**src/rtl/bitmap_frame_allocator_top_assert.svh**
```systemverilog
// ----------------------------------------------------------------------------
// Bitmap frame allocator assertion macros
// Shared macros for the concurrent checks of the allocator top level.
// ----------------------------------------------------------------------------
`ifndef BITMAP_FRAME_ALLOCATOR_TOP_ASSERT_SVH
`define BITMAP_FRAME_ALLOCATOR_TOP_ASSERT_SVH

// Implication checked on every clock edge outside reset.
`define BFA_ASSERT_IMPL(lbl, ante, cons, msg) \
    lbl: assert property (@(posedge aclk) disable iff (!aresetn) (ante) |-> (cons)) \
        else $error(msg);

// Implication whose consequent is checked in the next cycle.
`define BFA_ASSERT_NEXT(lbl, ante, cons, msg) \
    lbl: assert property (@(posedge aclk) disable iff (!aresetn) (ante) |=> (cons)) \
        else $error(msg);

`endif

```
**src/rtl/bfa_pkg.sv**
```systemverilog
// ----------------------------------------------------------------------------
// Bitmap frame allocator package
// Sizes, command codes, sequencer states and helper functions.
// ----------------------------------------------------------------------------
package bfa_pkg;

    localparam int NUM_FRAMES  = 32768;
    localparam int FRAME_BYTES = 4096;
    localparam int WORD_BITS   = 32;

    localparam int NWORDS      = (NUM_FRAMES + WORD_BITS - 1) / WORD_BITS;
    localparam int FRAME_SHIFT = $clog2(FRAME_BYTES);
    localparam int WB_W        = $clog2(WORD_BITS);
    localparam int WIDX_W      = (NWORDS > 1) ? $clog2(NWORDS) : 1;
    localparam int FIDX_W      = $clog2(NUM_FRAMES);
    localparam int FREE_W      = $clog2(NUM_FRAMES + 1);
    localparam int PC_W        = $clog2(WORD_BITS + 1);
    localparam int RANGE_A     = 34 - FRAME_SHIFT;
    localparam int RANGE_W     = (RANGE_A > FIDX_W + 18) ? RANGE_A : FIDX_W + 18;
    localparam int LEN_W       = 17;

    typedef enum logic [1:0] {
        CMD_ALLOC   = 2'd0,
        CMD_FREE    = 2'd1,
        CMD_RESERVE = 2'd2,
        CMD_RELEASE = 2'd3
    } cmd_t;

    typedef enum logic [2:0] {
        ST_CLEAR,
        ST_IDLE,
        ST_RANGE,
        ST_MARK_RD,
        ST_MARK_WR,
        ST_SRCH_RD,
        ST_SRCH_CHK,
        ST_SRCH_BIT
    } state_t;

    // Number of set bits in one bitmap word.
    function automatic logic [PC_W-1:0] popcount(input logic [WORD_BITS-1:0] w);
        logic [PC_W-1:0] n;
        n = '0;
        for (int i = 0; i < WORD_BITS; i++) begin
            n = n + PC_W'(w[i]);
        end
        return n;
    endfunction

    // Limit a frame bound to the end of memory.
    function automatic logic [RANGE_W-1:0] clamp_frames(input logic [RANGE_W-1:0] f);
        logic [RANGE_W-1:0] lim;
        lim = RANGE_W'(NUM_FRAMES);
        return (f > lim) ? lim : f;
    endfunction

endpackage

```
**src/rtl/bfa_word_unit.sv**
```systemverilog
// ----------------------------------------------------------------------------
// Bitmap word update unit
// Sets or clears the masked bits of one word and counts the bits that change.
// ----------------------------------------------------------------------------
module bfa_word_unit
    import bfa_pkg::*;
(
    input  logic [WORD_BITS-1:0] word_in,
    input  logic [WORD_BITS-1:0] mask,
    input  logic                 set_used,
    output logic [WORD_BITS-1:0] word_out,
    output logic [PC_W-1:0]      changed
);

    logic [WORD_BITS-1:0] flip;

    // Only bits that really change state are counted.
    always_comb begin
        flip     = set_used ? (mask & ~word_in) : (mask & word_in);
        word_out = word_in ^ flip;
        changed  = popcount(flip);
    end

endmodule
```
**config.mk**
```make
export PLATFORM = sky130hd
export DESIGN_NAME = bfa_word_unit
export DESIGN_NICKNAME = d
export VERILOG_FILES = /design/src/rtl/bitmap_frame_allocator_top_assert.svh /design/src/rtl/bfa_pkg.sv /design/src/rtl/bfa_word_unit.sv
export SDC_FILE = /design/constraint.sdc
export NUM_CORES = 1
export LEC_CHECK = 0
export BUFFER_PORTS_ARGS = -buffer_cell sky130_fd_sc_hd__buf_2
export CAP_MARGIN = 20
export CORE_UTILIZATION = 45
export DETAILED_ROUTE_END_ITERATION = 12
export PLACE_DENSITY = 0.86
export RECOVER_POWER = 100
export SYNTH_ARGS = -nofsm -noshare
export SYNTH_HDL_FRONTEND = slang
export SYNTH_SLANG_ARGS = --single-unit
```
**constraint.sdc**
```tcl
create_clock -name vclk -period 15.75
set_input_delay 1.575 -clock vclk [all_inputs]
set_output_delay 1.575 -clock vclk [all_outputs]
set_load 0.01 [all_outputs]
```
==> flow_metrics.env <==
export IMPL_grt_pass1_wl_mm=4.609
export IMPL_path_common_cell="fa_1"
export IMPL_design_seq_count=0
export IMPL_drc_errors=0
export IMPL_setup_viol=0
export IMPL_irDropWorstVdd_uv=116.1
export IMPL_final_hold_viol_count=0
export IMPL_post_cts_resized=0
export IMPL_postCtsHoldBufs=0
export IMPL_path_class="input port to output pin"
export IMPL_yosysSeqAreaShare_pct=0
export IMPL_finalMaxSlewViolations=65
export IMPL_area_growth_pct=28.10
export IMPL_clkbuf_count=0
export IMPL_post_cts_setup_buffers=0
export IMPL_initialDrtViolationCount=20
export IMPL_hpwl_mm=2.802
export IMPL_wl_per_cell_um=9.872
export IMPL_p_leak_nw=1.064
export IMPL_grt_antenna_before_repair=0
export IMPL_core_sq_mm=0.003390
export IMPL_overflow=0
export IMPL_drive_above_1_share_pct=37.08
export IMPL_nNetsFinal=365
export IMPL_power_switching_share_pct=55.75
export IMPL_ant_nets=0
export IMPL_fin_cells=313
export IMPL_violations="capacitance limit, slew limit"
export IMPL_synthTopCellsByArea="fa_1 30%, mux2_2 22%, xor2_1 18%, and2_1 7.7%, inv_1 5.6%"
export IMPL_dieArea_sq_mm=0.003836
export IMPL_antenna_cells=0
export IMPL_finalCritPeriodShare_pct=65.08
export IMPL_row_count=21
export IMPL_pwr_share_clk_pct=0
export IMPL_ios=103
export IMPL_grt_max_degree=65
export IMPL_cp_cell_sequence="buf_2 > clkbuf_1 > xor2_1 > and2_0 > fa_1 > inv_1 > fa_1 > inv_1 > fa_1 > fa_1 > fa_1 > fa_1 > ha_1 > inv_1 > fa_1 > nand2b_1 > a21oi_1 > xor2_1 > clkbuf_1"
export IMPL_rsz0062_at_grt="no"
export IMPL_dp_cells=313
export IMPL_p_sw_w=0.0001874
export IMPL_place_gp_congestion=0.6865
export IMPL_grt_pass1_vias=1210
export IMPL_p_seq_share_pct=0
export IMPL_grt_use_total_pct=15.32
export IMPL_yosys_warnings=0
export IMPL_seq_area_sq_um=0
export IMPL_wl_mm=3.090
export IMPL_p_comb_share_pct=100.0
export IMPL_synth_area_per_cell_sq_um=9.509
export IMPL_ys_types=16
export IMPL_dieWidth_um=61.94
export IMPL_tns_ps=0
export IMPL_maxSlewHeadroom_pct=-93.30
export IMPL_start_kind="input port"
export IMPL_maxCapViolations=1
export IMPL_syn_area_sq_mm=0.001617
export IMPL_synth_top_area_cell="fa_1"
export IMPL_die_y_um=61.94
export IMPL_layout_min_cycle_time_ps=10250
export IMPL_pwr_density_cell_mw_per_mm2=162.3
export IMPL_synthesis_nets=266
export IMPL_critPathArrivalTime_ps=8680
export IMPL_route_vias_total=1415
export IMPL_dr_pass1_iters=2
export IMPL_syn_inst=170
export IMPL_port_buffers=103
export IMPL_crit_path_max_incr_delay_ps=2050
export IMPL_routed_via_density=4.521
export IMPL_crit_fanout=64
export IMPL_synth_top_area_share_pct=29.72
export IMPL_worst_pin_slew_ps=2899
export IMPL_outcome="complete, but fails checks"
export IMPL_fmax_mhz=97.56
export IMPL_critPathRequiredTime_ps=14180
export IMPL_nFillCells=322
export IMPL_critPathSlowestCell="clkbuf_1"
export IMPL_start_util_pct=47.69
export IMPL_min_path_type="input port to output pin"
export IMPL_intPower_w=0.0001487
export IMPL_cp_end_kind="output pin"
cells by family (layout without fill, tap and decap cells):
logic type | count (synthesis) | in the layout | synth area share, %
fa+ha+maj | 31 | 31 | 35.14
compound gates | 4 | 4 | 1.393
buf+inv | 31 | 128 | 10.37
simple gates | 37 | 37 | 11.84
xor+xnor | 35 | 35 | 18.96
mux | 32 | 32 | 22.29
routing by layer:
layer,track usage (%),wire [um],vias to the layer above
met3,0.8282,221,0
met1,18.26,1203,631
met5,0,0,-
li1,-,-,722
met4,0,0,0
met2,31.64,1665,62
layout by cell type (no fill, tap or decap), drive strengths merged:
cell    synthesis  final
buf             7     67
clkbuf          0     37
xor2           33     33
mux2           32     32
inv            24     24
fa             24     24
and2           20     20
nand2          14     14
ha              7      7
a21oi           2      2
xnor2           2      2
nor2            2      2
a21o            1      1
nand2b          1      1
o21ai           1      1
path summary, 6_finish.rpt:
path | slack, ps | depth (start not counted) | to | from
setup / recovery | 5500 | 19 | changed[4] | set_used
hold / removal | 3490 | 3 | word_out[5] | word_in[5]
critical path: cells and delay by family:
kind,cells,cell delay [ps]
compound gates,1,150
xor+xnor,2,310
fa+ha+maj,8,3720
buf+inv,6,2450
simple gates,2,460
Yosys cell counts, drive strengths merged:
| cell type | count |
|---|---|
| xor2 | 33 |
| o21ai | 1 |
| fa | 24 |
| inv | 24 |
| mux2 | 32 |
| nor2 | 2 |
| a21o | 1 |
| buf | 7 |
| nand2b | 1 |
| xnor2 | 2 |
| ha | 7 |
| nand2 | 14 |
| and2 | 20 |
| a21oi | 2 |
per-stage QoR:
stage | total power, W | setup slack (ps) | instance area (sq um) | util [%] | hold slack [ps]
4_1_cts | 0.0003572 | 7065 | 2120 | 62.53 | 3488
5_1_grt | 0.0003923 | 4829 | 2071 | 61.09 | 3498
2_1_floorplan | 0.0002505 | 7736 | 1617 | - | 3301
6_report | 0.0003361 | 5500 | 2071 | 61.09 | 3489
3_3_place_gp | 0.0003383 | 7224 | 2120 | 62.53 | 3484
3_5_place_dp | 0.0003555 | 7078 | 2120 | 62.53 | 3486
cell type report:
type	instances	area [sq um]	share of cell area (%)
Multi-Input combinational cell	139	1449	69.97
Timing Repair Buffer	104	474.2	22.90
Inverter	24	90.09	4.350
Tap cell	46	57.56	2.779
power by group through the flow:
stage / clock, W / sequential, W / combinational [W]
floorplan: 0 / 0 / 0.000250
global placement: 0 / 0 / 0.000338
detailed placement: 0 / 0 / 0.000356
CTS: 0 / 0 / 0.000357
global route: 0 / 0 / 0.000392
finish: 0 / 0 / 0.000336
No activity file was read; power rests on OpenSTA's default activity.
